==> config.mk <==
export PLATFORM = sky130hd
export DESIGN_NAME = csc_front
export DESIGN_NICKNAME = d
export VERILOG_FILES = /design/src/design/csc_pkg.sv /design/src/design/csc_front.sv
export SDC_FILE = /design/constraint.sdc
export NUM_CORES = 2
export LEC_CHECK = 0
export BUFFER_PORTS_ARGS = -buffer_cell sky130_fd_sc_hd__buf_2
export CORE_MARGIN = 2
export CORE_UTILIZATION = 32
export DETAILED_ROUTE_END_ITERATION = 8
export PLACE_DENSITY = 0.49
export REMOVE_ABC_BUFFERS = 1
export SLEW_MARGIN = 15
export SYNTH_ARGS = -nofsm -noshare
export SYNTH_HDL_FRONTEND = slang
export SYNTH_SLANG_ARGS = --single-unit
==> constraint.sdc <==
create_clock -name clk -period 14.35 [get_ports clk]
set_clock_uncertainty 0.15 [all_clocks]
set_input_delay 2.87 -clock clk [delete_from_list [all_inputs] [get_ports clk]]
set_output_delay 2.87 -clock clk [all_outputs]
set_load 0.02 [all_outputs]
==> src/design/csc_pkg.sv <==
// Package for the climate sensor compensation block: widths, register codes,
// calibration and stage structures, and the 32-bit wrapping arithmetic helpers.
// Depends on nothing; every other design file imports it.
package csc_pkg;

    localparam int unsigned WORD_W             = 32;
    localparam int unsigned PADDR_W            = 6;
    localparam int unsigned PDATA_W            = 64;
    localparam int unsigned RAW_T_W            = 20;
    localparam int unsigned RAW_P_W            = 20;
    localparam int unsigned RAW_H_W            = 16;
    localparam int unsigned TEMP_W             = 15;
    localparam int unsigned PRES_W             = 11;
    localparam int unsigned HUM_W              = 17;
    localparam int unsigned DIV_BITS_PER_STAGE = 2;
    localparam int unsigned DIV_STAGES         = WORD_W / DIV_BITS_PER_STAGE;

    localparam logic [WORD_W-1:0] TEMP_MIN  = 32'hFFFF_F060;
    localparam logic [WORD_W-1:0] TEMP_MAX  = 32'd8500;
    localparam logic [WORD_W-1:0] PRES_LOW  = 32'd30000;
    localparam logic [WORD_W-1:0] PRES_HIGH = 32'd110000;
    localparam logic [PRES_W-1:0] HPA_MIN   = 11'd300;
    localparam logic [PRES_W-1:0] HPA_MAX   = 11'd1100;
    localparam logic [WORD_W-1:0] HUM_LIMIT = 32'd419430400;
    localparam logic [HUM_W-1:0]  HUM_MAX   = 17'd102400;
    // Reciprocal of 100 scaled by 2^24; exact for values up to 110000.
    localparam logic [17:0]       RECIP_100 = 18'd167773;

    typedef enum logic [2:0] {
        REG_CAL_TEMPERATURE   = 3'd0,
        REG_CAL_PRESSURE_LOW  = 3'd1,
        REG_CAL_PRESSURE_HIGH = 3'd2,
        REG_CAL_MIXED         = 3'd3,
        REG_CAL_HUMIDITY      = 3'd4
    } reg_idx_t;

    // Coefficients, each widened to a 32-bit pattern as the formulas use it.
    typedef struct packed {
        logic [WORD_W-1:0] t1, t2, t3;
        logic [WORD_W-1:0] p1, p2, p3, p4, p5, p6, p7, p8, p9;
        logic [WORD_W-1:0] h1, h2, h3, h4, h5, h6;
    } cal_t;

    typedef struct packed {
        logic [WORD_W-1:0]  fine;
        logic [WORD_W-1:0]  vh;
        logic [RAW_P_W-1:0] adc_p;
        logic [RAW_H_W-1:0] adc_h;
    } front_t;

    typedef struct packed {
        logic [TEMP_W-1:0] temp;
        logic [HUM_W-1:0]  hum;
        logic              zero;
        logic              hi;
    } side_t;

    typedef struct packed {
        side_t             side;
        logic [WORD_W-1:0] dividend;
        logic [WORD_W-1:0] divisor;
    } mid_t;

    typedef struct packed {
        side_t             side;
        logic [WORD_W-1:0] quot;
    } quot_t;

    function automatic logic [WORD_W-1:0] mul32(input logic [WORD_W-1:0] a,
                                                 input logic [WORD_W-1:0] b);
        logic [2*WORD_W-1:0] p;
        p = {{WORD_W{1'b0}}, a} * {{WORD_W{1'b0}}, b};
        return p[WORD_W-1:0];
    endfunction

    function automatic logic [WORD_W-1:0] asr32(input logic [WORD_W-1:0] x,
                                                 input int unsigned n);
        return WORD_W'($signed(x) >>> n);
    endfunction

    // Signed division by 2^n, truncating toward zero.
    function automatic logic [WORD_W-1:0] sdiv2n(input logic [WORD_W-1:0] x,
                                                  input int unsigned n);
        logic [WORD_W-1:0] mag;
        logic [WORD_W-1:0] q;
        mag = x[WORD_W-1] ? (~x + 1'b1) : x;
        q   = mag >> n;
        return x[WORD_W-1] ? (~q + 1'b1) : q;
    endfunction

    function automatic logic [WORD_W-1:0] sx(input logic [WORD_W-1:0] v,
                                              input int unsigned w);
        logic [WORD_W-1:0] r;
        r = v;
        for (int i = 0; i < WORD_W; i++)
        begin
            if (i >= w)
            begin
                r[i] = v[w-1];
            end
        end
        return r;
    endfunction

endpackage

==> src/design/csc_front.sv <==
// Three-stage front end: forms the fine temperature from the raw reading.
// Depends on csc_pkg.
module csc_front (
    input  logic                          clk,
    input  logic                          rst_n,
    input  logic                          adv,
    input  logic                          in_valid,
    input  logic [csc_pkg::RAW_T_W-1:0]   raw_t,
    input  logic [csc_pkg::RAW_P_W-1:0]   raw_p,
    input  logic [csc_pkg::RAW_H_W-1:0]   raw_h,
    input  csc_pkg::cal_t                 cal,
    output logic                          out_valid,
    output csc_pkg::front_t               out_data
);
    import csc_pkg::*;

    typedef struct packed {
        logic [WORD_W-1:0]  ma;
        logic [WORD_W-1:0]  cc;
        logic [RAW_P_W-1:0] adc_p;
        logic [RAW_H_W-1:0] adc_h;
    } st_t;

    st_t    s1_reg, s1_next, s2_reg, s2_next;
    front_t s3_reg, s3_next;
    logic [2:0] vld_reg;

    always_comb
    begin
        logic [WORD_W-1:0] t32, x1, c;
        t32           = {{(WORD_W-RAW_T_W){1'b0}}, raw_t};
        x1            = (t32 >> 3) - (cal.t1 << 1);
        c             = (t32 >> 4) - cal.t1;
        s1_next.ma    = mul32(x1, cal.t2);
        s1_next.cc    = mul32(c, c);
        s1_next.adc_p = raw_p;
        s1_next.adc_h = raw_h;

        s2_next       = s1_reg;
        s2_next.ma    = asr32(s1_reg.ma, 11);
        s2_next.cc    = mul32(asr32(s1_reg.cc, 12), cal.t3);

        s3_next.fine  = s2_reg.ma + asr32(s2_reg.cc, 14);
        s3_next.vh    = s3_next.fine - 32'd76800;
        s3_next.adc_p = s2_reg.adc_p;
        s3_next.adc_h = s2_reg.adc_h;
    end

    always_ff @(posedge clk or negedge rst_n)
    begin
        if (!rst_n)
        begin
            vld_reg <= '0;
        end
        else if (adv)
        begin
            vld_reg <= {vld_reg[1:0], in_valid};
        end
    end

    always_ff @(posedge clk)
    begin
        if (adv)
        begin
            s1_reg <= s1_next;
            s2_reg <= s2_next;
            s3_reg <= s3_next;
        end
    end

    assign out_valid = vld_reg[2];
    assign out_data  = s3_reg;
endmodule

# Word-level counts from Yosys, hierarchy flattened
# Cells that the tools add are included.
[classes] addsub=4 multipliers=3
[ops] operator="multiplier 32 x 32 -> 32 bit" n=2
[ops] operator="multiplier 20 x 32 -> 32 bit" n=1
[ops] operator="subtractor 16 x 32 -> 32 bit" n=1
[ops] operator="subtractor 17 x 32 -> 32 bit" n=1
[ops] operator="subtractor 22 x 18 -> 23 bit (second input constant)" n=1
[ops] operator="adder 21 x 18 -> 22 bit" n=1
[totals] regBits=282 output_inout_bits=101 wordCells=20

# Depth between registers and ports, before layout
[logic_depth] ltp_word=2 depth_mapped=40

# Least setup slack after synthesis
# No wires, ideal clock.
[synth_path] path_type="input -> register" start="input raw_t[4] (netlist name)" end="register s1_reg[99] (netlist name), data pin" arrival_ps=11907 required_ps=13932 setup_slack_ps=2025 stages=36 cell_sequence="inv_1 ha_1 fa_1 and2b_1 o31ai_1 a211oi_1 o2111ai_2 a31oi_4 nand3b_2 or3_1 xor2_1 clkbuf_1 nand2_1 fa_1 inv_1 fa_1 inv_1 fa_1 fa_1 inv_1 fa_1 inv_1 fa_1 fa_1 fa_1 xnor2_1 xnor2_1 xnor2_1 xnor2_1 xnor2_1 xnor2_1 xor2_1 xnor3_2 xnor2_2 xnor3_1 xnor3_1"
[synth_rtl] element="start: declaration" line="csc_front.sv:8" text="input logic [csc_pkg::RAW_T_W-1:0] raw_t,"
[synth_rtl] element="end signal: assignment" line="csc_front.sv:65" text="s1_reg <= s1_next;"
[synth_rtl] element="end: declaration" line="csc_front.sv:24" text="st_t s1_reg, s1_next, s2_reg, s2_next;"

==> impl_metrics.yaml <==
grt:
  antenna_found_initial: 2
  grtUsageMet2: 0.298
  met1_usage: 0.234
  grt.overflow.total: 0
  top_usage_layer: "met2"
  grt_pass1_vias: 36719
  track_usage: 0.173
  grt_max_degree: 94
  grt_pass1_wl_um: 214000
  grt.met3_usage: 0.0184
timing:
  worst_pin_slew_ps: 1120
  max_freq_mhz: 78.1
  hold_viol: 0
  fin_ws_ps: 1550
  rsz0062_at_grt: "no"
  post-route-period-util: 0.892
  fin_crit_ps: 12800
  slew_headroom: 0.256
  setup_viol: 0
  drv_slew: 0
  finalSetupTns_ps: 0
setup_path:
  path_common_cell: "fa_1"
  cpPeakStageDelay_ps: 630
  reg2reg_slack_ps: 6320
  critPathRequiredTime_ps: 14460
  critical_path_class: "in2reg"
  crit_arrival_ps: 12900
  crit_path_end_kind: "flop"
  cp_max_fo: 14
  crit_path_top_delay_cell: "nor3b_1"
  critical_path.startpoint_type: "input pin"
  r2r_cells: 21
cts:
  post_cts_buffers: 0
  cts_resized: 0
  cts_tree: "done"
  cts_htree_levels: 1
  cts_sinks: 226
  cts_made_buffers: 25
  holdBufCountCts: 0
  clk_root_buffer_cell: "clkbuf_16"
  clk_pin_slew_worst_paths_ps: 60
  clk_latency_ps: 580
  clockBufferDepth: 3
drt:
  vias: 33096
  ant_nets: 0
  routed_via_density: 4.53
  drt_iter0_markers: 1688
  first_pass_iters: 5
  drt_drc_violations_left: 0
  post_drt_wl_per_cell_um: 18.5
  wirelength_um: 135000
yosys:
  synth_edf_count: 223
  synth_cells: 5117
  synth.distinct_cells: 78
  async_flop_share: 0.0133
  ys_ff_latch: 226
  synth.area.top_cells: "fa_1, edfxtp_1, ha_1, inv_1, nand2_1"
  synth_top_area_frac: 0.449
  synthFlopType: "edfxtp_1"
  syn_avg_cell_area_um2: 9.86
  yosysWarnings: 0
  synth.largest_area_cell: "fa_1"
  ys_seq_area_frac: 0.134
  syn_area_um2: 50400
layout:
  syn_to_final_growth_pct: 8.68
  nets: 7389
  layout-drive-gt1-share: 0.0796
  final_common_cell: "inv_1"
  mostFrequentLayoutCells: "inv_1, fa_1, nand2_1"
  largest_register_ffs: 77
placement:
  pre_cts_ws_ps: 969
  dpl.hpwl_um: 107000
  gp_congestion: 0.847
  portBuffers: 252
min_path:
  min_path_type: "reg2reg"
  holdPathStages: 0
floorplan:
  die_area_um2: 161000
  die_w_um: 401
  coreArea_um2: 156000
  start_util: 0.322
  die_h_um: 401
  io_pins: 737
  rows: 145
run_status:
  outcome: "complete, no violations"
run:
  maxCapViolCount: 0
==> layout make-up <==
type / instances / area [µm²]
antenna: 1 / 2.50
clock inverter: 13 / 136
tap: 2058 / 2570
timing repair buffer: 321 / 1800
clock buffer: 33 / 686
multi-input combinational: 3385 / 38100
fill: 16134 / 102000
inverter: 1275 / 4790
sequential: 226 / 6770
==> worst paths after layout <==
kind	from	endpoint
max in group asynchronous	rst_n	vld_reg[2]
min reg2reg	s1_reg[92]	s2_reg[81]
max reg2reg	s1_reg[50]	s2_reg[67]
max	raw_t[4]	s1_reg[99]
min in group asynchronous	rst_n	vld_reg[0]
min	s1_reg[92]	s2_reg[81]
==> logic make-up (layout without fill, tap and decap cells) <==
kind of cell    Yosys count  in the layout  synth area share
buf+inv                1506           1642             0.114
flops                   226            226             0.134
mux                       5              5           0.00109
compound gates          214            214            0.0290
xor+xnor                238            238            0.0447
other cells               0              1                 0
fa+ha+maj              1519           1519             0.545
simple gates           1409           1409             0.132
==> metal layers <==
layer  part of all wire  up-vias
met2               0.49      692
met1               0.45    17146
met4              0.020        0
met3              0.043      113
met5                  0        -
li1                   -    15145
==> cell usage after synthesis (4+ instances only) <==
library cell	count
nand2b_1	85
or3_1	6
xnor2_1	165
o21a_1	20
a211oi_1	4
xnor3_1	4
nor2b_1	34
nor2_1	177
edfxtp_1	223
clkbuf_1	193
mux2_2	4
o21ai_0	33
inv_1	1269
xnor2_2	6
ha_1	389
a21o_1	33
nand4_1	4
buf_4	29
and2_1	335
nand2_1	693
or2_2	6
o21bai_1	9
xor2_1	58
nor3_1	17
a21oi_1	56
o211ai_1	5
buf_1	8
a31oi_1	7
fa_1	1130
and3_1	13
nand3_1	18
==> worst max-delay path, delay by kind of cell <==
family | cells | cell delay [ps]
adder cells (fa/ha/maj) | 11 | 4930
AO/OA/AOI/OAI | 12 | 2340
AND/OR/NAND/NOR | 7 | 1650
XOR/XNOR | 2 | 680
buffers and inverters | 5 | 380
==> metrics by stage <==
stage	area, µm²	hold WS [ps]	utilization	cells
2_1_floorplan	49400	250	-	4886
4_1_cts	54800	255	0.350	7311
3_5_place_dp	54000	255	0.345	7265
3_3_place_gp	54000	251	0.345	7265
6_report	54800	257	0.350	7312
5_1_grt	54800	260	0.350	7311
Power is not shown: default switching activity piles up to over one toggle a cycle in this logic, so the estimate is an artifact.
