$ cat config.mk
export PLATFORM = sky130hd
export DESIGN_NAME = csc_div
export DESIGN_NICKNAME = d
export VERILOG_FILES = /design/src/design/csc_pkg.sv /design/src/design/csc_div.sv
export SDC_FILE = /design/constraint.sdc
export NUM_CORES = 2
export LEC_CHECK = 0
export ABC_CLOCK_PERIOD_IN_PS = 10100
export BUFFER_PORTS_ARGS = -buffer_cell sky130_fd_sc_hd__buf_4
export CORE_UTILIZATION = 45
export DETAILED_ROUTE_END_ITERATION = 10
export HOLD_SLACK_MARGIN = 0.05
export PLACE_DENSITY = 0.57
export SYNTH_ARGS = -nofsm -noshare
export SYNTH_HDL_FRONTEND = slang
export SYNTH_SLANG_ARGS = --single-unit
$ cat constraint.sdc
create_clock -name clk -period 10.1 [get_ports clk]
set_input_delay 1.01 -clock clk [delete_from_list [all_inputs] [get_ports clk]]
set_output_delay 1.01 -clock clk [all_outputs]
set_load 0.005 [all_outputs]
$ cat src/design/csc_pkg.sv
// Package for the climate sensor compensation block: widths, register codes,
// calibration and stage structures, and the 32-bit wrapping arithmetic helpers.
// Depends on nothing; every other design file imports it.
package csc_pkg;

    localparam int unsigned WORD_W             = 32;
    localparam int unsigned PADDR_W            = 6;
    localparam int unsigned PDATA_W            = 64;
    localparam int unsigned RAW_T_W            = 20;
    localparam int unsigned RAW_P_W            = 20;
    localparam int unsigned RAW_H_W            = 16;
    localparam int unsigned TEMP_W             = 15;
    localparam int unsigned PRES_W             = 11;
    localparam int unsigned HUM_W              = 17;
    localparam int unsigned DIV_BITS_PER_STAGE = 2;
    localparam int unsigned DIV_STAGES         = WORD_W / DIV_BITS_PER_STAGE;

    localparam logic [WORD_W-1:0] TEMP_MIN  = 32'hFFFF_F060;
    localparam logic [WORD_W-1:0] TEMP_MAX  = 32'd8500;
    localparam logic [WORD_W-1:0] PRES_LOW  = 32'd30000;
    localparam logic [WORD_W-1:0] PRES_HIGH = 32'd110000;
    localparam logic [PRES_W-1:0] HPA_MIN   = 11'd300;
    localparam logic [PRES_W-1:0] HPA_MAX   = 11'd1100;
    localparam logic [WORD_W-1:0] HUM_LIMIT = 32'd419430400;
    localparam logic [HUM_W-1:0]  HUM_MAX   = 17'd102400;
    // Reciprocal of 100 scaled by 2^24; exact for values up to 110000.
    localparam logic [17:0]       RECIP_100 = 18'd167773;

    typedef enum logic [2:0] {
        REG_CAL_TEMPERATURE   = 3'd0,
        REG_CAL_PRESSURE_LOW  = 3'd1,
        REG_CAL_PRESSURE_HIGH = 3'd2,
        REG_CAL_MIXED         = 3'd3,
        REG_CAL_HUMIDITY      = 3'd4
    } reg_idx_t;

    // Coefficients, each widened to a 32-bit pattern as the formulas use it.
    typedef struct packed {
        logic [WORD_W-1:0] t1, t2, t3;
        logic [WORD_W-1:0] p1, p2, p3, p4, p5, p6, p7, p8, p9;
        logic [WORD_W-1:0] h1, h2, h3, h4, h5, h6;
    } cal_t;

    typedef struct packed {
        logic [WORD_W-1:0]  fine;
        logic [WORD_W-1:0]  vh;
        logic [RAW_P_W-1:0] adc_p;
        logic [RAW_H_W-1:0] adc_h;
    } front_t;

    typedef struct packed {
        logic [TEMP_W-1:0] temp;
        logic [HUM_W-1:0]  hum;
        logic              zero;
        logic              hi;
    } side_t;

    typedef struct packed {
        side_t             side;
        logic [WORD_W-1:0] dividend;
        logic [WORD_W-1:0] divisor;
    } mid_t;

    typedef struct packed {
        side_t             side;
        logic [WORD_W-1:0] quot;
    } quot_t;

    function automatic logic [WORD_W-1:0] mul32(input logic [WORD_W-1:0] a,
                                                 input logic [WORD_W-1:0] b);
        logic [2*WORD_W-1:0] p;
        p = {{WORD_W{1'b0}}, a} * {{WORD_W{1'b0}}, b};
        return p[WORD_W-1:0];
    endfunction

    function automatic logic [WORD_W-1:0] asr32(input logic [WORD_W-1:0] x,
                                                 input int unsigned n);
        return WORD_W'($signed(x) >>> n);
    endfunction

    // Signed division by 2^n, truncating toward zero.
    function automatic logic [WORD_W-1:0] sdiv2n(input logic [WORD_W-1:0] x,
                                                  input int unsigned n);
        logic [WORD_W-1:0] mag;
        logic [WORD_W-1:0] q;
        mag = x[WORD_W-1] ? (~x + 1'b1) : x;
        q   = mag >> n;
        return x[WORD_W-1] ? (~q + 1'b1) : q;
    endfunction

    function automatic logic [WORD_W-1:0] sx(input logic [WORD_W-1:0] v,
                                              input int unsigned w);
        logic [WORD_W-1:0] r;
        r = v;
        for (int i = 0; i < WORD_W; i++)
        begin
            if (i >= w)
            begin
                r[i] = v[w-1];
            end
        end
        return r;
    endfunction

endpackage

$ cat src/design/csc_div.sv
// Pipelined restoring divider for the pressure quotient, a fixed number of
// quotient bits per stage, with the other results carried alongside.
// Depends on csc_pkg.
module csc_div (
    input  logic          clk,
    input  logic          rst_n,
    input  logic          adv,
    input  logic          in_valid,
    input  csc_pkg::mid_t in_data,
    output logic          out_valid,
    output csc_pkg::quot_t out_data
);
    import csc_pkg::*;

    typedef struct packed {
        side_t             side;
        logic [WORD_W-1:0] num;
        logic [WORD_W-1:0] rem;
        logic [WORD_W-1:0] quot;
        logic [WORD_W-1:0] den;
    } dst_t;

    dst_t st_reg  [DIV_STAGES];
    dst_t st_next [DIV_STAGES];
    logic [DIV_STAGES-1:0] vld_reg;

    genvar k;
    generate
        for (k = 0; k < DIV_STAGES; k++)
        begin : g_stage
            dst_t src;
            if (k == 0)
            begin : g_first
                always_comb
                begin
                    src.side = in_data.side;
                    src.num  = in_data.dividend;
                    src.rem  = '0;
                    src.quot = '0;
                    src.den  = in_data.divisor;
                end
            end
            else
            begin : g_rest
                assign src = st_reg[k-1];
            end

            always_comb
            begin
                logic [WORD_W:0] r;
                st_next[k] = src;
                for (int i = 0; i < DIV_BITS_PER_STAGE; i++)
                begin
                    r = {st_next[k].rem, st_next[k].num[WORD_W-1]};
                    st_next[k].num = st_next[k].num << 1;
                    if (r >= {1'b0, st_next[k].den})
                    begin
                        r = r - {1'b0, st_next[k].den};
                        st_next[k].quot = {st_next[k].quot[WORD_W-2:0], 1'b1};
                    end
                    else
                    begin
                        st_next[k].quot = {st_next[k].quot[WORD_W-2:0], 1'b0};
                    end
                    st_next[k].rem = r[WORD_W-1:0];
                end
            end

            always_ff @(posedge clk)
            begin
                if (adv)
                begin
                    st_reg[k] <= st_next[k];
                end
            end
        end
    endgenerate

    always_ff @(posedge clk or negedge rst_n)
    begin
        if (!rst_n)
        begin
            vld_reg <= '0;
        end
        else if (adv)
        begin
            vld_reg <= {vld_reg[DIV_STAGES-2:0], in_valid};
        end
    end

    assign out_valid     = vld_reg[DIV_STAGES-1];
    assign out_data.side = st_reg[DIV_STAGES-1].side;
    assign out_data.quot = st_reg[DIV_STAGES-1].quot;
endmodule

======== Word level (Yosys, flattened, before mapping) ========
Memories as Yosys holds them, arrays and structs flattened.
Index checks and enable logic that the tools add are counted.
Widths: inputs -> output; s select.
storage, ports and cells
  memories kept ........................... 1
  flip-flop bits (word level) ............. 16
  memory bits (writable) .................. 2,560
  word-level logic and storage cells ...... 132
cells by class
  add/sub/neg operators ................... 32
  $lt $le $gt $ge ......................... 32
  muxes and demuxes ....................... 66
memory list
  name    depth  bits a word  rd ports  clocked after memory_dff  write ports  RTL line       text
  st_reg  16     160          16        0                         16           csc_div.sv:23  dst_t st_reg [DIV_STAGES];
operator list
  operator        count
  $mux 32         32
  $ge 33x32->1    31
  $sub 32x32->32  31
  $mux 1          34
  $ge 1x32->1     1
  $sub 1x32->32   1

======== Logic depth before layout (Yosys ltp) ========
An unclocked memory read counts as a cell.
  depth in word-level cells ............... 5
  mapped depth ............................ 28
  mapped depth without buffers ............ 26

======== Worst setup path before layout ========
Ideal clock, no wire load.
  path type ............................... flip-flop to flip-flop
  start ................................... memory st_reg[1][641] (netlist bit)
  end ..................................... memory st_reg[1][887] (netlist bit), data pin
  buffers on the path ..................... 4
  path slack .............................. 3.733 ns
  data arrival time ....................... 6.107 ns
  setup time .............................. 0.260 ns
  cell stages (with the launch flop) ...... 28
  path through ............................ edfxtp_1 -> inv_1 -> ha_1 -> nor2b_1 -> o211ai_1 -> a21boi_0 -> o21ai_0 -> a31oi_1 -> a31oi_1 -> a22o_1 -> buf_1 -> clkbuf_1 -> nand2_1 -> o21ai_0 -> ha_1 -> clkbuf_1 -> and3_1 -> and2_1 -> a221o_1 -> nand2b_1 -> a21oi_1 -> o31ai_1 -> a221o_1 -> o21a_1 -> o21a_1 -> nor2_1 -> buf_2 -> mux2_2
RTL lines
  element             RTL line
  start: declaration  csc_div.sv:23

==> flow_summary.rst <==
.. list-table::
   :header-rows: 1

   * - Metric
     - Value
   * - Status
     - finished, final reports clean
   * - Number of global-route vias before repair
     - 81100
   * - Area growth syn-to-layout
     - 10.8%
   * - Hpwl dp
     - about 250000 um
   * - Number of buffers created by CTS
     - 223
   * - Rel. slew slack
     - 14.8%
   * - Post-CTS sizing
     - 0
   * - Buffer depth of the longest clock path
     - 4
   * - Longest individual stage delay on the worst path
     - around 610 ps
   * - Number of H-tree levels
     - 4
   * - Setup fix buffers added after clock tree synthesis
     - 0
   * - Multiplexer fraction of the synthesized cell area
     - under 10%
   * - Clock transition at the registers of the reported paths
     - ~60 ps
   * - Number of register bits inferred by synthesis
     - a little over 2000
   * - Type of the worst setup path
     - register to register
   * - Post-synth top flop
     - sky130_fd_sc_hd__edfxtp_1
   * - GR Util All Layers
     - between 20% and 30%
   * - Buffer type at the clock tree root
     - sky130_fd_sc_hd__clkbuf_16
   * - Maximum fanout along the worst path
     - 31
   * - Design area
     - around 0.13 mm2
   * - Actual transition at the worst max-transition pin
     - between 1000 and 1500 ps
   * - Min-delay worst type
     - input port to register
   * - Post-synth ARST share
     - less than 1%
   * - Port bufs
     - between 150 and 200
   * - Critical path buffer and inverter count
     - 4
   * - Final non-filler cell total
     - about 15000
   * - Starting DRT DRC Count
     - between 6000 and 7000
   * - Fin crit period
     - approximately 8300 ps
   * - Fmax achieved
     - 120 MHz
   * - Core box area
     - between 0.2 and 0.3 mm2
   * - Number of cells produced by synthesis
     - between 10000 and 15000
   * - Vias post-DR
     - just over 80000
   * - Gate family responsible for the most delay along the worst path
     - compound AO/OA/AOI/OAI gates
   * - Wire per inst
     - 21.8 um
   * - Starting Density
     - between 40 and 50%
   * - Top-area cell type share of the netlist area
     - 50.1%
   * - Fraction of synthesized cell area in xor and xnor cells
     - around 5.7%
   * - Global-route wire length before repair
     - about 480000 um
   * - Required time at the endpoint of the critical path
     - between 10000 and 15000 ps
   * - R2R Path Start
     - st_reg[0][801]
   * - DRC violations left
     - 0
   * - Number of sinks on the clock net
     - between 2000 and 2500
   * - Final antenna-violating net count
     - 0
   * - Crit path from
     - st_reg[0][801]
   * - Die Span Y
     - around 520 um
   * - Combinational family with the most area after synthesis
     - compound AO/OA/AOI/OAI gates
   * - Total standard cell area after synthesis
     - 0.121 mm2
   * - Fin Clk Skew
     - roughly 54 ps
   * - Placed cell area
     - between 0.1 and 0.15 mm2
   * - WL final
     - around 320000 um
   * - DIE WIDTH
     - 520 um
   * - Count of pins on the block boundary
     - around 170
   * - Number of enable flip-flop cells after synthesis
     - between 2000 and 2500
   * - Post-route core utilization
     - 50.3%
   * - Final total negative setup slack
     - 0 ps
   * - Launching element type of the critical path
     - register
   * - Maximum number of pins on one net before global-route repair
     - 211
   * - Critical path endpoint category
     - register
   * - Unrepaired setup endpoints after global routing
     - no
   * - Clk Latency, worst-skew pair
     - 900 ps
   * - Max reg flops
     - 2016
   * - Most instantiated cells after synthesis
     - 2016 x sky130_fd_sc_hd__edfxtp_1, 994 x sky130_fd_sc_hd__ha_1, 876 x sky130_fd_sc_hd__a21oi_1
   * - Arrival @ worst endpoint
     - between 8000 and 9000 ps
   * - Average size of a mapped cell
     - approximately 11 um2
   * - Top-count cell post-synth
     - sky130_fd_sc_hd__edfxtp_1
   * - Standard-cell row count
     - roughly 190
   * - Count of unique library cells instantiated by Yosys
     - 98
   * - Routed via count divided by cell count
     - between 5 and 6
   * - Synthesized-area fraction occupied by ao, oa, aoi and oai cells
     - between 10% and 20%
   * - Cell breakdown of the critical path
     - inv_1 -> ha_1 -> nor2b_1 -> o31a_1 -> o31ai_1 -> a2111oi_0 -> o21ai_1 -> o21ai_1 -> a21oi_2 -> buf_4 -> o21ai_0 -> ha_1 -> a211oi_1 -> o21ai_0 -> a31oi_1 -> o21ai_0 -> a311oi_1 -> a211oi_1 -> a211oi_1 -> o31ai_1 -> a21boi_4 -> buf_4 -> inv_2 -> mux2_2
   * - Portion of the clock cycle consumed by the worst path in the final layout
     - between 80 and 90%
   * - Layout cell share with drive strength beyond 1
     - 10.7%
   * - Clock tree from TritonCTS
     - done
   * - Adder-cell share of the synthesized area
     - 10.8%
   * - R2r setup slk
     - around 1800 ps
   * - Area enclosed by the die boundary
     - between 0.2 and 0.3 mm2
   * - Max-slew violation count
     - 0
   * - Critical Path Slowest Stage Cell
     - sky130_fd_sc_hd__a311oi_1
   * - Routability congestion estimate from global placement
     - around 0.9
   * - Largest area contributor in the netlist
     - sky130_fd_sc_hd__edfxtp_1
   * - Total iterations of the first detailed-routing run
     - 6
   * - Most area-consuming cells after synthesis
     - sky130_fd_sc_hd__edfxtp_1 50%, sky130_fd_sc_hd__ha_1 10%, sky130_fd_sc_hd__mux2_2 4.5%, sky130_fd_sc_hd__xnor2_1 3.9%, sky130_fd_sc_hd__a21oi_1 3.6%
   * - Count of max-cap constraint violations
     - 0
   * - Initial antenna violation count
     - 7
   * - Fraction of the yosys area taken by sequential cells
     - 50.4%
   * - Count of final hold-check violations
     - 0
   * - Finish-stage setup viols
     - 0
   * - Overall overflow remaining after global route
     - 0
   * - Post-Synth Simple-Gate Area
     - under 10%
   * - Hold Path Origin
     - in_data[73]
   * - Cells after DPL
     - between 10000 and 15000
   * - Number of warnings reported in the yosys synthesis log
     - 0
   * - Count of nets after finishing
     - 12000
   * - Net count of the mapped netlist
     - 11800
==> logic make-up after synthesis <==
| family | after synthesis |
|---|---|
| and+or+nand+nor | 2236 |
| xor gates and xnor gates | 794 |
| buffers and inverters | 1009 |
| AOI/OAI and AO/OA | 2977 |
| muxes | 575 |
| adders and majority gates | 1024 |
| DFF | 2032 |
==> layer usage <==
layer / global-route usage, % / up-vias / share of wire [%]
met5: 0 / - / 0
met4: 8.59 / 0 / 3.9
met3: 2.32 / 522 / 4.0
met2: 40.0 / 1949 / 49
met1: 29.4 / 40100 / 43
li1: - / 40500 / -
==> cells in the final DEF, fill, tap and decap left out, drive strengths merged, types with 28 or more instances in the layout <==
cell type / Yosys / layout
a211oi: 112 / 112
a21boi: 33 / 33
a21o: 455 / 455
a21oi: 879 / 879
a31oi: 105 / 105
and2: 80 / 80
and3: 82 / 82
and4: 35 / 35
buf: 58 / 232
bufinv: 0 / 28
clkbuf: 150 / 253
clkinv: 0 / 99
edfxtp: 2016 / 2016
fa: 30 / 30
ha: 994 / 994
inv: 801 / 819
mux2: 533 / 533
mux2i: 42 / 42
nand2: 674 / 674
nand2b: 115 / 115
nand3: 178 / 178
nand4: 124 / 124
nor2: 557 / 557
nor2b: 97 / 97
nor3: 130 / 130
nor4: 39 / 39
o211ai: 51 / 51
o21a: 145 / 145
o21ai: 670 / 670
o21bai: 122 / 122
o221ai: 31 / 31
o31ai: 65 / 65
or2: 31 / 31
or3: 40 / 40
xnor2: 535 / 535
xor2: 259 / 259
==> path summary, 6_finish.rpt <==
path	to	cells after the start
worst max-delay path	st_reg[0][1047]	24
worst min-delay path	st_reg[0][135]	1
worst max register to register	st_reg[0][1047]	24
worst min register to register	st_reg[0][470]	0
max in group asynchronous	vld_reg[5]	2
min in group asynchronous	vld_reg[0]	2
==> final cells by class <==
| type | instances | area [um2] |
|---|---|---|
| fill | 23800 | 132000 |
| sequential | 2032 | 60900 |
| multi-input combinational | 7606 | 56300 |
| clock buffer | 253 | 5740 |
| tap | 3533 | 4420 |
| inverter | 801 | 3010 |
| timing repair buffer | 233 | 1860 |
| clock inverter | 160 | 1780 |
| antenna | 6 | 15.0 |
==> metrics by stage <==
stage	hold WS, ps	setup WS [ps]
final	276	1780
after global routing	221	1150
after CTS	190	1850
after detailed placement	405	1870
after global placement	400	2070
after floorplan	400	3730
==> repair_timing <==
item,4_1_cts,5_1_grt
hold buffers,1,0
setup endpoints to repair,0,0
endpoints found under the hold margin,16,0
==> worst register-to-register path: cells and delay by family, from the launching register on <==
kind                     cells  cell delay, ps
AO/OA/AOI/OAI               16            5150
buffers and inverters        4            1150
adder cells (fa/ha/maj)      2             760
flip-flops                   1             510
multiplexers                 1             300
AND/OR/NAND/NOR              1             150
Power is not shown: default switching activity piles up to over one toggle a cycle in this logic, so the estimate is an artifact.
