**src/design/csc_pkg.sv**
```systemverilog
// Package for the climate sensor compensation block: widths, register codes,
// calibration and stage structures, and the 32-bit wrapping arithmetic helpers.
// Depends on nothing; every other design file imports it.
package csc_pkg;

    localparam int unsigned WORD_W             = 32;
    localparam int unsigned PADDR_W            = 6;
    localparam int unsigned PDATA_W            = 64;
    localparam int unsigned RAW_T_W            = 20;
    localparam int unsigned RAW_P_W            = 20;
    localparam int unsigned RAW_H_W            = 16;
    localparam int unsigned TEMP_W             = 15;
    localparam int unsigned PRES_W             = 11;
    localparam int unsigned HUM_W              = 17;
    localparam int unsigned DIV_BITS_PER_STAGE = 2;
    localparam int unsigned DIV_STAGES         = WORD_W / DIV_BITS_PER_STAGE;

    localparam logic [WORD_W-1:0] TEMP_MIN  = 32'hFFFF_F060;
    localparam logic [WORD_W-1:0] TEMP_MAX  = 32'd8500;
    localparam logic [WORD_W-1:0] PRES_LOW  = 32'd30000;
    localparam logic [WORD_W-1:0] PRES_HIGH = 32'd110000;
    localparam logic [PRES_W-1:0] HPA_MIN   = 11'd300;
    localparam logic [PRES_W-1:0] HPA_MAX   = 11'd1100;
    localparam logic [WORD_W-1:0] HUM_LIMIT = 32'd419430400;
    localparam logic [HUM_W-1:0]  HUM_MAX   = 17'd102400;
    // Reciprocal of 100 scaled by 2^24; exact for values up to 110000.
    localparam logic [17:0]       RECIP_100 = 18'd167773;

    typedef enum logic [2:0] {
        REG_CAL_TEMPERATURE   = 3'd0,
        REG_CAL_PRESSURE_LOW  = 3'd1,
        REG_CAL_PRESSURE_HIGH = 3'd2,
        REG_CAL_MIXED         = 3'd3,
        REG_CAL_HUMIDITY      = 3'd4
    } reg_idx_t;

    // Coefficients, each widened to a 32-bit pattern as the formulas use it.
    typedef struct packed {
        logic [WORD_W-1:0] t1, t2, t3;
        logic [WORD_W-1:0] p1, p2, p3, p4, p5, p6, p7, p8, p9;
        logic [WORD_W-1:0] h1, h2, h3, h4, h5, h6;
    } cal_t;

    typedef struct packed {
        logic [WORD_W-1:0]  fine;
        logic [WORD_W-1:0]  vh;
        logic [RAW_P_W-1:0] adc_p;
        logic [RAW_H_W-1:0] adc_h;
    } front_t;

    typedef struct packed {
        logic [TEMP_W-1:0] temp;
        logic [HUM_W-1:0]  hum;
        logic              zero;
        logic              hi;
    } side_t;

    typedef struct packed {
        side_t             side;
        logic [WORD_W-1:0] dividend;
        logic [WORD_W-1:0] divisor;
    } mid_t;

    typedef struct packed {
        side_t             side;
        logic [WORD_W-1:0] quot;
    } quot_t;

    function automatic logic [WORD_W-1:0] mul32(input logic [WORD_W-1:0] a,
                                                 input logic [WORD_W-1:0] b);
        logic [2*WORD_W-1:0] p;
        p = {{WORD_W{1'b0}}, a} * {{WORD_W{1'b0}}, b};
        return p[WORD_W-1:0];
    endfunction

    function automatic logic [WORD_W-1:0] asr32(input logic [WORD_W-1:0] x,
                                                 input int unsigned n);
        return WORD_W'($signed(x) >>> n);
    endfunction

    // Signed division by 2^n, truncating toward zero.
    function automatic logic [WORD_W-1:0] sdiv2n(input logic [WORD_W-1:0] x,
                                                  input int unsigned n);
        logic [WORD_W-1:0] mag;
        logic [WORD_W-1:0] q;
        mag = x[WORD_W-1] ? (~x + 1'b1) : x;
        q   = mag >> n;
        return x[WORD_W-1] ? (~q + 1'b1) : q;
    endfunction

    function automatic logic [WORD_W-1:0] sx(input logic [WORD_W-1:0] v,
                                              input int unsigned w);
        logic [WORD_W-1:0] r;
        r = v;
        for (int i = 0; i < WORD_W; i++)
        begin
            if (i >= w)
            begin
                r[i] = v[w-1];
            end
        end
        return r;
    endfunction

endpackage

```
**src/design/csc_post.sv**
```systemverilog
// Four-stage pressure refinement after the divider, range check and
// conversion to hPa; its last stage is the block's output register.
// Depends on csc_pkg.
module csc_post (
    input  logic                            clk,
    input  logic                            rst_n,
    input  logic                            adv,
    input  logic                            in_valid,
    input  csc_pkg::quot_t                  in_data,
    input  csc_pkg::cal_t                   cal,
    output logic                            out_valid,
    output logic signed [csc_pkg::TEMP_W-1:0] temp,
    output logic [csc_pkg::PRES_W-1:0]      pres,
    output logic [csc_pkg::HUM_W-1:0]       hum
);
    import csc_pkg::*;

    typedef struct packed {
        side_t             side;
        logic [WORD_W-1:0] pr;
        logic [WORD_W-1:0] x;
        logic [WORD_W-1:0] y;
    } pst_t;

    typedef struct packed {
        side_t       side;
        logic        low;
        logic        high;
        logic [16:0] pv;
    } rng_t;

    typedef struct packed {
        logic [TEMP_W-1:0] temp;
        logic [PRES_W-1:0] pres;
        logic [HUM_W-1:0]  hum;
    } res_t;

    pst_t s1_reg, s1_next, s2_reg, s2_next;
    rng_t s3_reg, s3_next;
    res_t s4_reg, s4_next;
    logic [3:0] vld_reg;

    always_comb
    begin
        logic [WORD_W-1:0] pr, p2;
        logic [34:0]       prod;
        pr         = in_data.side.hi ? (in_data.quot << 1) : in_data.quot;
        s1_next.side = in_data.side;
        s1_next.pr = pr;
        s1_next.x  = mul32(pr >> 3, pr >> 3);
        s1_next.y  = mul32(pr >> 2, cal.p8);

        s2_next    = s1_reg;
        s2_next.x  = mul32(cal.p9, s1_reg.x >> 13);
        s2_next.y  = sdiv2n(s1_reg.y, 13);

        p2 = s2_reg.pr + sdiv2n(sdiv2n(s2_reg.x, 12) + s2_reg.y + cal.p7, 4);
        s3_next.side = s2_reg.side;
        s3_next.low  = p2 < PRES_LOW;
        s3_next.high = p2 > PRES_HIGH;
        s3_next.pv   = p2[16:0];

        prod          = 35'(s3_reg.pv) * 35'(RECIP_100);
        s4_next.temp  = s3_reg.side.temp;
        s4_next.hum   = s3_reg.side.hum;
        if (s3_reg.side.zero || s3_reg.low)
        begin
            s4_next.pres = HPA_MIN;
        end
        else if (s3_reg.high)
        begin
            s4_next.pres = HPA_MAX;
        end
        else
        begin
            s4_next.pres = prod[24+PRES_W-1:24];
        end
    end

    always_ff @(posedge clk or negedge rst_n)
    begin
        if (!rst_n)
        begin
            vld_reg <= '0;
        end
        else if (adv)
        begin
            vld_reg <= {vld_reg[2:0], in_valid};
        end
    end

    always_ff @(posedge clk)
    begin
        if (adv)
        begin
            s1_reg <= s1_next;
            s2_reg <= s2_next;
            s3_reg <= s3_next;
            s4_reg <= s4_next;
        end
    end

    assign out_valid = vld_reg[3];
    assign temp      = s4_reg.temp;
    assign pres      = s4_reg.pres;
    assign hum       = s4_reg.hum;
endmodule

```
**config.mk**
```make
export PLATFORM = sky130hd
export DESIGN_NAME = csc_post
export DESIGN_NICKNAME = d
export VERILOG_FILES = /design/src/design/csc_pkg.sv /design/src/design/csc_post.sv
export SDC_FILE = /design/constraint.sdc
export NUM_CORES = 2
export LEC_CHECK = 0
export BUFFER_PORTS_ARGS = -buffer_cell sky130_fd_sc_hd__buf_2
export CORE_ASPECT_RATIO = 2
export CORE_UTILIZATION = 28
export CTS_BUF_LIST = sky130_fd_sc_hd__clkbuf_8
export DETAILED_ROUTE_END_ITERATION = 8
export GPL_ROUTABILITY_DRIVEN = 1
export HOLD_SLACK_MARGIN = 0.12
export REMOVE_ABC_BUFFERS = 1
export SETUP_SLACK_MARGIN = 0.4
export SLEW_MARGIN = 15
export SYNTH_ARGS = -nofsm -noshare
export SYNTH_HDL_FRONTEND = slang
export SYNTH_SLANG_ARGS = --single-unit
```
**constraint.sdc**
```tcl
create_clock -name clk -period 30.2 [get_ports clk]
set_clock_uncertainty 0.15 [all_clocks]
set_input_delay 6.04 -clock clk [delete_from_list [all_inputs] [get_ports clk]]
set_output_delay 6.04 -clock clk [all_outputs]
set_load 0.05 [all_outputs]
```
-- Word level (Yosys, flattened, before mapping)
Index checks and enable logic that the tools add are counted.
- add/sub/neg operators: 9
- $mul: 4
- order comparisons: 2
- muxes and demuxes: 8
- bitwise operators: 6
- reductions and logical operators: 2
- operator list (cell ; number):
    32-bit by 1-bit adder with 32-bit output (second input constant) ; 6
    32-bit 2-to-1 mux ; 6
    32-bit adder ; 3
    32-bit NOT ; 3
    17-bit by 18-bit multiplier with 35-bit output (second input constant) ; 1
    32-bit by 17-bit greater-than comparator with 1-bit output (second input constant) ; 1
    32-bit by 15-bit less-than comparator with 1-bit output (second input constant) ; 1
    29-bit by 29-bit multiplier with 32-bit output ; 1
    30-bit by 32-bit multiplier with 32-bit output ; 1
    32-bit by 19-bit multiplier with 32-bit output ; 1
    19-bit NOT with 32-bit output ; 1
    20-bit NOT with 32-bit output ; 1
    28-bit NOT with 32-bit output ; 1
    19-bit 2-to-1 mux ; 1
    11-bit 2-to-1 mux ; 1
    2-bit OR reduction ; 1
    1-bit logical OR ; 1
- flip-flop bits (word level): 357
- input bits: 646
- output and inout port bits: 44

-- Depth between registers and ports, before layout
- depth in word-level cells: 16
- mapped depth: 45

-- Worst setup path before layout
Ideal clock, no wire load.
- path kind: in2reg
- start: in in_data[32] (netlist name)
- end: reg s1_reg[31] (netlist name), data pin
- setup time: 0.260 ns
- arrival time: 14.321 ns
- path slack: 15.470 ns
- stages: 32
- path buffers: 5
- cell sequence: clkbuf_1 > clkbuf_1 > buf_1 > mux2i_1 > inv_1 > clkbuf_1 > clkbuf_1 > nand2_1 > fa_1 > inv_1 > fa_1 > fa_1 > fa_1 > inv_1 > fa_1 > inv_1 > fa_1 > fa_1 > fa_1 > ha_1 > a21o_1 > a21o_1 > a21o_1 > a21o_1 > nor2b_1 > or3_1 > a21oi_1 > o21ai_0 > a311oi_1 > o21bai_1 > a21oi_1 > xnor2_1
- RTL lines (what ; RTL line ; RTL):
    start, declared ; csc_post.sv:9 ; input csc_pkg::quot_t in_data,
    end signal, assigned ; csc_post.sv:96 ; s1_reg <= s1_next;
    end, declared ; csc_post.sv:38 ; pst_t s1_reg, s1_next, s2_reg, s2_next;

==> report_table.html <==
<table>
<tr><th>Metric</th><th>Value</th></tr>
<tr><th colspan="2">Floorplanning</th></tr>
<tr><td>Die boundary height</td><td>about 670 µm</td></tr>
<tr><td>Die area</td><td>227700 µm²</td></tr>
<tr><td>Initial cell density of the core</td><td>0.2816</td></tr>
<tr><td>Row Count</td><td>246</td></tr>
<tr><td>Core outline area</td><td>around 220000 µm²</td></tr>
<tr><td>I/O pins</td><td>between 600 and 700</td></tr>
<tr><td>Floorplan die width</td><td>337.9 µm</td></tr>
<tr><th colspan="2">Critical path</th></tr>
<tr><td>Type of origin of the critical path</td><td>input port</td></tr>
<tr><td>CP max stage cell</td><td>sky130_fd_sc_hd__clkinv_1</td></tr>
<tr><td>CP max FO</td><td>33</td></tr>
<tr><td>Worst EP required</td><td>approximately 30 ns</td></tr>
<tr><td>Arrival @ worst endpoint</td><td>~15 ns</td></tr>
<tr><td>Most frequent cell on the critical path</td><td>sky130_fd_sc_hd__fa_1</td></tr>
<tr><td>Worst setup path category</td><td>input port to register</td></tr>
<tr><td>Stage delay of the slowest cell on the critical path</td><td>0.58 ns</td></tr>
<tr><td>Type of element capturing the critical path</td><td>register</td></tr>
<tr><th colspan="2">STA</th></tr>
<tr><td>Setup repair after global routing missed its margin</td><td>no</td></tr>
<tr><td>Slew headroom</td><td>0.1454</td></tr>
<tr><td>Number of pins with negative max-slew slack in the final report</td><td>0</td></tr>
<tr><td>Count of endpoints failing hold in the final timing report</td><td>0</td></tr>
<tr><td>Post-route setup slack</td><td>15.00 ns</td></tr>
<tr><td>Time the worst path needs with I/O delays and setup</td><td>about 15 ns</td></tr>
<tr><td>Share of the clock period used by the worst path</td><td>0.5035</td></tr>
<tr><td>Fmax</td><td>approximately 0.066 GHz</td></tr>
<tr><td>Tightest Pin Transition</td><td>~1.3 ns</td></tr>
<tr><td>Final setup vio count</td><td>0</td></tr>
<tr><td>Total negative slack for setup checks</td><td>0 ns</td></tr>
<tr><th colspan="2">Detailed routing</th></tr>
<tr><td>Ratio of routed vias to standard cells</td><td>4.723</td></tr>
<tr><td>Number of nets with antenna violations after routing</td><td>0</td></tr>
<tr><td>Initial DRT Pass Iterations</td><td>8</td></tr>
<tr><td>Avg WL per Cell</td><td>about 19 µm</td></tr>
<tr><td>DR vias</td><td>45.17k</td></tr>
<tr><td>Final wirelength</td><td>about 190000 µm</td></tr>
<tr><td>Iteration-0 DRC count of the detailed router</td><td>~2.3k</td></tr>
<tr><td>Drt drc</td><td>0</td></tr>
<tr><th colspan="2">Global route</th></tr>
<tr><td>Number of antenna violations at the first check in global routing</td><td>25</td></tr>
<tr><td>Maximum number of pins on one net before global-route repair</td><td>approximately 170</td></tr>
<tr><td>Total gr overflow</td><td>0</td></tr>
<tr><td>Global-route usage over all layers</td><td>0.1669</td></tr>
<tr><td>First-pass GRT wire length</td><td>between 200000 and 300000 µm</td></tr>
<tr><td>Vias in the first global route</td><td>51.10k</td></tr>
<tr><th colspan="2">Logic synthesis</th></tr>
<tr><td>Syn_area_per_cell</td><td>just under 10 µm²</td></tr>
<tr><td>Count of distinct cell types in the synthesized netlist</td><td>96</td></tr>
<tr><td>Portion of synthesized cell area occupied by the leading cell type</td><td>0.4005</td></tr>
<tr><td>Sequential cell area fraction in the yosys report</td><td>0.1632</td></tr>
<tr><td>Post-Synthesis Cell Area</td><td>63190 µm²</td></tr>
<tr><td>Biggest area contributors in the synthesized netlist</td><td>sky130_fd_sc_hd__fa_1 (40%), sky130_fd_sc_hd__edfxtp_1 (16%), sky130_fd_sc_hd__ha_1 (10%)</td></tr>
<tr><td>Most instantiated library cell after synthesis</td><td>sky130_fd_sc_hd__inv_1</td></tr>
<tr><td>Dominant synthesized flop cell</td><td>sky130_fd_sc_hd__edfxtp_1</td></tr>
<tr><td>Flip-flop and latch count after synthesis</td><td>between 300 and 400</td></tr>
<tr><td>Synth warn</td><td>0</td></tr>
<tr><td>Most instantiated cells after synthesis</td><td>sky130_fd_sc_hd__inv_1 (1492), sky130_fd_sc_hd__fa_1 (1264), sky130_fd_sc_hd__nand2_1 (903), sky130_fd_sc_hd__ha_1 (516), sky130_fd_sc_hd__edfxtp_1 (340)</td></tr>
<tr><td>Share of flip-flops with an asynchronous set or reset</td><td>0.01163</td></tr>
<tr><td>Syn Inst Count</td><td>between 6k and 7k</td></tr>
<tr><td>Most area-hungry cell type in the Yosys netlist</td><td>sky130_fd_sc_hd__fa_1</td></tr>
<tr><td>Number of synthesized flops with an enable pin</td><td>between 300 and 400</td></tr>
<tr><th colspan="2">Clocking</th></tr>
<tr><td>Number of buffers created by CTS</td><td>between 40 and 50</td></tr>
<tr><td>Clock transition time at the flip-flop clock pins of the worst setup and hold paths</td><td>about 0.07 ns</td></tr>
<tr><td>H-tree levels</td><td>2</td></tr>
<tr><td>Clock latency of the later-clocked register in the worst-skew pair</td><td>~0.70 ns</td></tr>
<tr><td>Quantity of hold-fixing buffers added after cts</td><td>0</td></tr>
<tr><td>Cells resized by post-CTS repair</td><td>0</td></tr>
<tr><td>CTS Root Buffer Type</td><td>sky130_fd_sc_hd__clkbuf_8</td></tr>
<tr><td>Post-CTS Repair Setup Buffers</td><td>0</td></tr>
<tr><td>Clock Tree Buf Depth</td><td>3</td></tr>
<tr><td>Clk sink count</td><td>between 300 and 400</td></tr>
<tr><td>Clock tree from TritonCTS</td><td>built</td></tr>
<tr><th colspan="2">Place</th></tr>
<tr><td>Placer's final routability congestion estimate</td><td>roughly 0.91</td></tr>
<tr><td>IO buf count</td><td>around 210</td></tr>
<tr><td>Worst setup timing slack at the placement stage</td><td>14.37 ns</td></tr>
<tr><td>Post-detail-place hpwl</td><td>around 150000 µm</td></tr>
<tr><th colspan="2">Cells and area</th></tr>
<tr><td>Number of nets in the layout</td><td>roughly 9k</td></tr>
<tr><td>Final Util</td><td>0.3059</td></tr>
<tr><td>Number of flip-flops under the largest register name</td><td>about 130</td></tr>
<tr><td>FILL cells</td><td>around 23k</td></tr>
<tr><td>Synthesis-to-finish area growth</td><td>8.648%</td></tr>
<tr><td>Share of cells above drive strength 1</td><td>0.06294</td></tr>
<tr><th colspan="2">Flow run</th></tr>
<tr><td>Max-cap violations</td><td>0</td></tr>
<tr><th colspan="2">Run status</th></tr>
<tr><td>Run status</td><td>finished clean</td></tr>
<tr><th colspan="2">Hold path</th></tr>
<tr><td>Worst min-delay path class</td><td>register to register</td></tr>
</table>
==> kinds of logic after synthesis <==
family	count (synthesis)	share of synthesized area
multiplexers	56	0.009109
buffers and inverters	1740	0.1035
AO/OA/AOI/OAI	464	0.05018
XOR/XNOR	297	0.04152
adder cells (fa/ha/maj)	1780	0.5027
flip-flops	344	0.1632
AND/OR/NAND/NOR	1767	0.1299
==> area by class of cell <==
cell class / count / area [µm²] / area share
Multi-Input combinational cell: 4364 / 46350 / 0.6752
Sequential cell: 344 / 10310 / 0.1502
Inverter: 1501 / 5634 / 0.08207
Tap cell: 2976 / 3724 / 0.05424
Timing Repair Buffer: 285 / 1639 / 0.02388
Clock buffer: 49 / 674.4 / 0.009824
Clock inverter: 35 / 289.0 / 0.004210
Antenna cell: 11 / 27.53 / 0.0004010
==> cells in the final DEF (no fill, tap or decap), types with 20 or more instances in the layout <==
cell	Yosys	routed
sky130_fd_sc_hd__o21ai_0	85	84
sky130_fd_sc_hd__edfxtp_1	340	340
sky130_fd_sc_hd__a21o_1	53	53
sky130_fd_sc_hd__buf_4	0	75
sky130_fd_sc_hd__and2_1	298	298
sky130_fd_sc_hd__nor2_1	236	236
sky130_fd_sc_hd__nand4_1	28	28
sky130_fd_sc_hd__clkbuf_8	0	49
sky130_fd_sc_hd__o21a_1	20	20
sky130_fd_sc_hd__a211oi_1	21	21
sky130_fd_sc_hd__xnor2_1	210	210
sky130_fd_sc_hd__inv_1	1492	1502
sky130_fd_sc_hd__xor2_1	84	84
sky130_fd_sc_hd__nand3_1	58	58
sky130_fd_sc_hd__a41oi_1	20	20
sky130_fd_sc_hd__nand2_1	903	903
sky130_fd_sc_hd__and3_1	25	25
sky130_fd_sc_hd__or3_1	27	27
sky130_fd_sc_hd__fa_1	1264	1264
sky130_fd_sc_hd__buf_2	5	208
sky130_fd_sc_hd__mux2i_1	44	42
sky130_fd_sc_hd__a21oi_1	122	122
sky130_fd_sc_hd__nor3_1	57	57
sky130_fd_sc_hd__ha_1	516	516
sky130_fd_sc_hd__nor2b_1	20	20
==> worst max-delay path, delay by kind of cell <==
| kind | cells | cell delay (ns) |
|---|---|---|
| mux | 1 | 0.25 |
| buf+inv | 8 | 2.25 |
| xor+xnor | 1 | 0.22 |
| fa+ha+maj | 9 | 4.19 |
| simple gates | 3 | 0.66 |
| compound gates | 9 | 1.72 |
==> per-layer routing <==
| metal | routed length [µm] | share of wire | GRT usage | up-vias |
|---|---|---|---|---|
| met1 | 59020 | 0.32 | 0.1568 | 23162 |
| met2 | 104200 | 0.56 | 0.3278 | 1444 |
| met4 | 15210 | 0.082 | 0.1200 | 10 |
| met3 | 7919 | 0.042 | 0.01673 | 656 |
| li1 | - | - | - | 19899 |
| met5 | 59 | 0.00032 | 0 | - |
==> worst paths after layout <==
| path | start | end | slack, ns | depth (start not counted) |
|---|---|---|---|---|
| worst min register to register | s1_reg[100]$_DFFE_PP_ | s2_reg[100]$_DFFE_PP_ | 0.24 | 0 |
| worst max register to register | s2_reg[63]$_DFFE_PP_ | s3_reg[17]$_DFFE_PP_ | 17.34 | 43 |
| worst max-delay path | in_data[32] | s1_reg[31]$_DFFE_PP_ | 15.00 | 31 |
| max in group asynchronous | rst_n | vld_reg[0]$_DFFE_PN0P_ | 24.78 | 1 |
| worst min-delay path | s1_reg[100]$_DFFE_PP_ | s2_reg[100]$_DFFE_PP_ | 0.24 | 0 |
| min in group asynchronous | rst_n | vld_reg[1]$_DFFE_PN0P_ | 5.00 | 1 |
==> stage by stage <==
stage | cell area [µm²] | hold slack (ns) | std cells
final | 68650 | 0.2405 | 9565
after global routing | 68640 | 0.2603 | 9561
after CTS | 68620 | 0.2413 | 9554
after detailed placement | 67660 | 0.2545 | 9470
after global placement | 67660 | 0.2506 | 9470
after floorplan | 62280 | 0.2503 | 6209
Power is not shown: default switching activity piles up to over one toggle a cycle in this logic, so the estimate is an artifact.
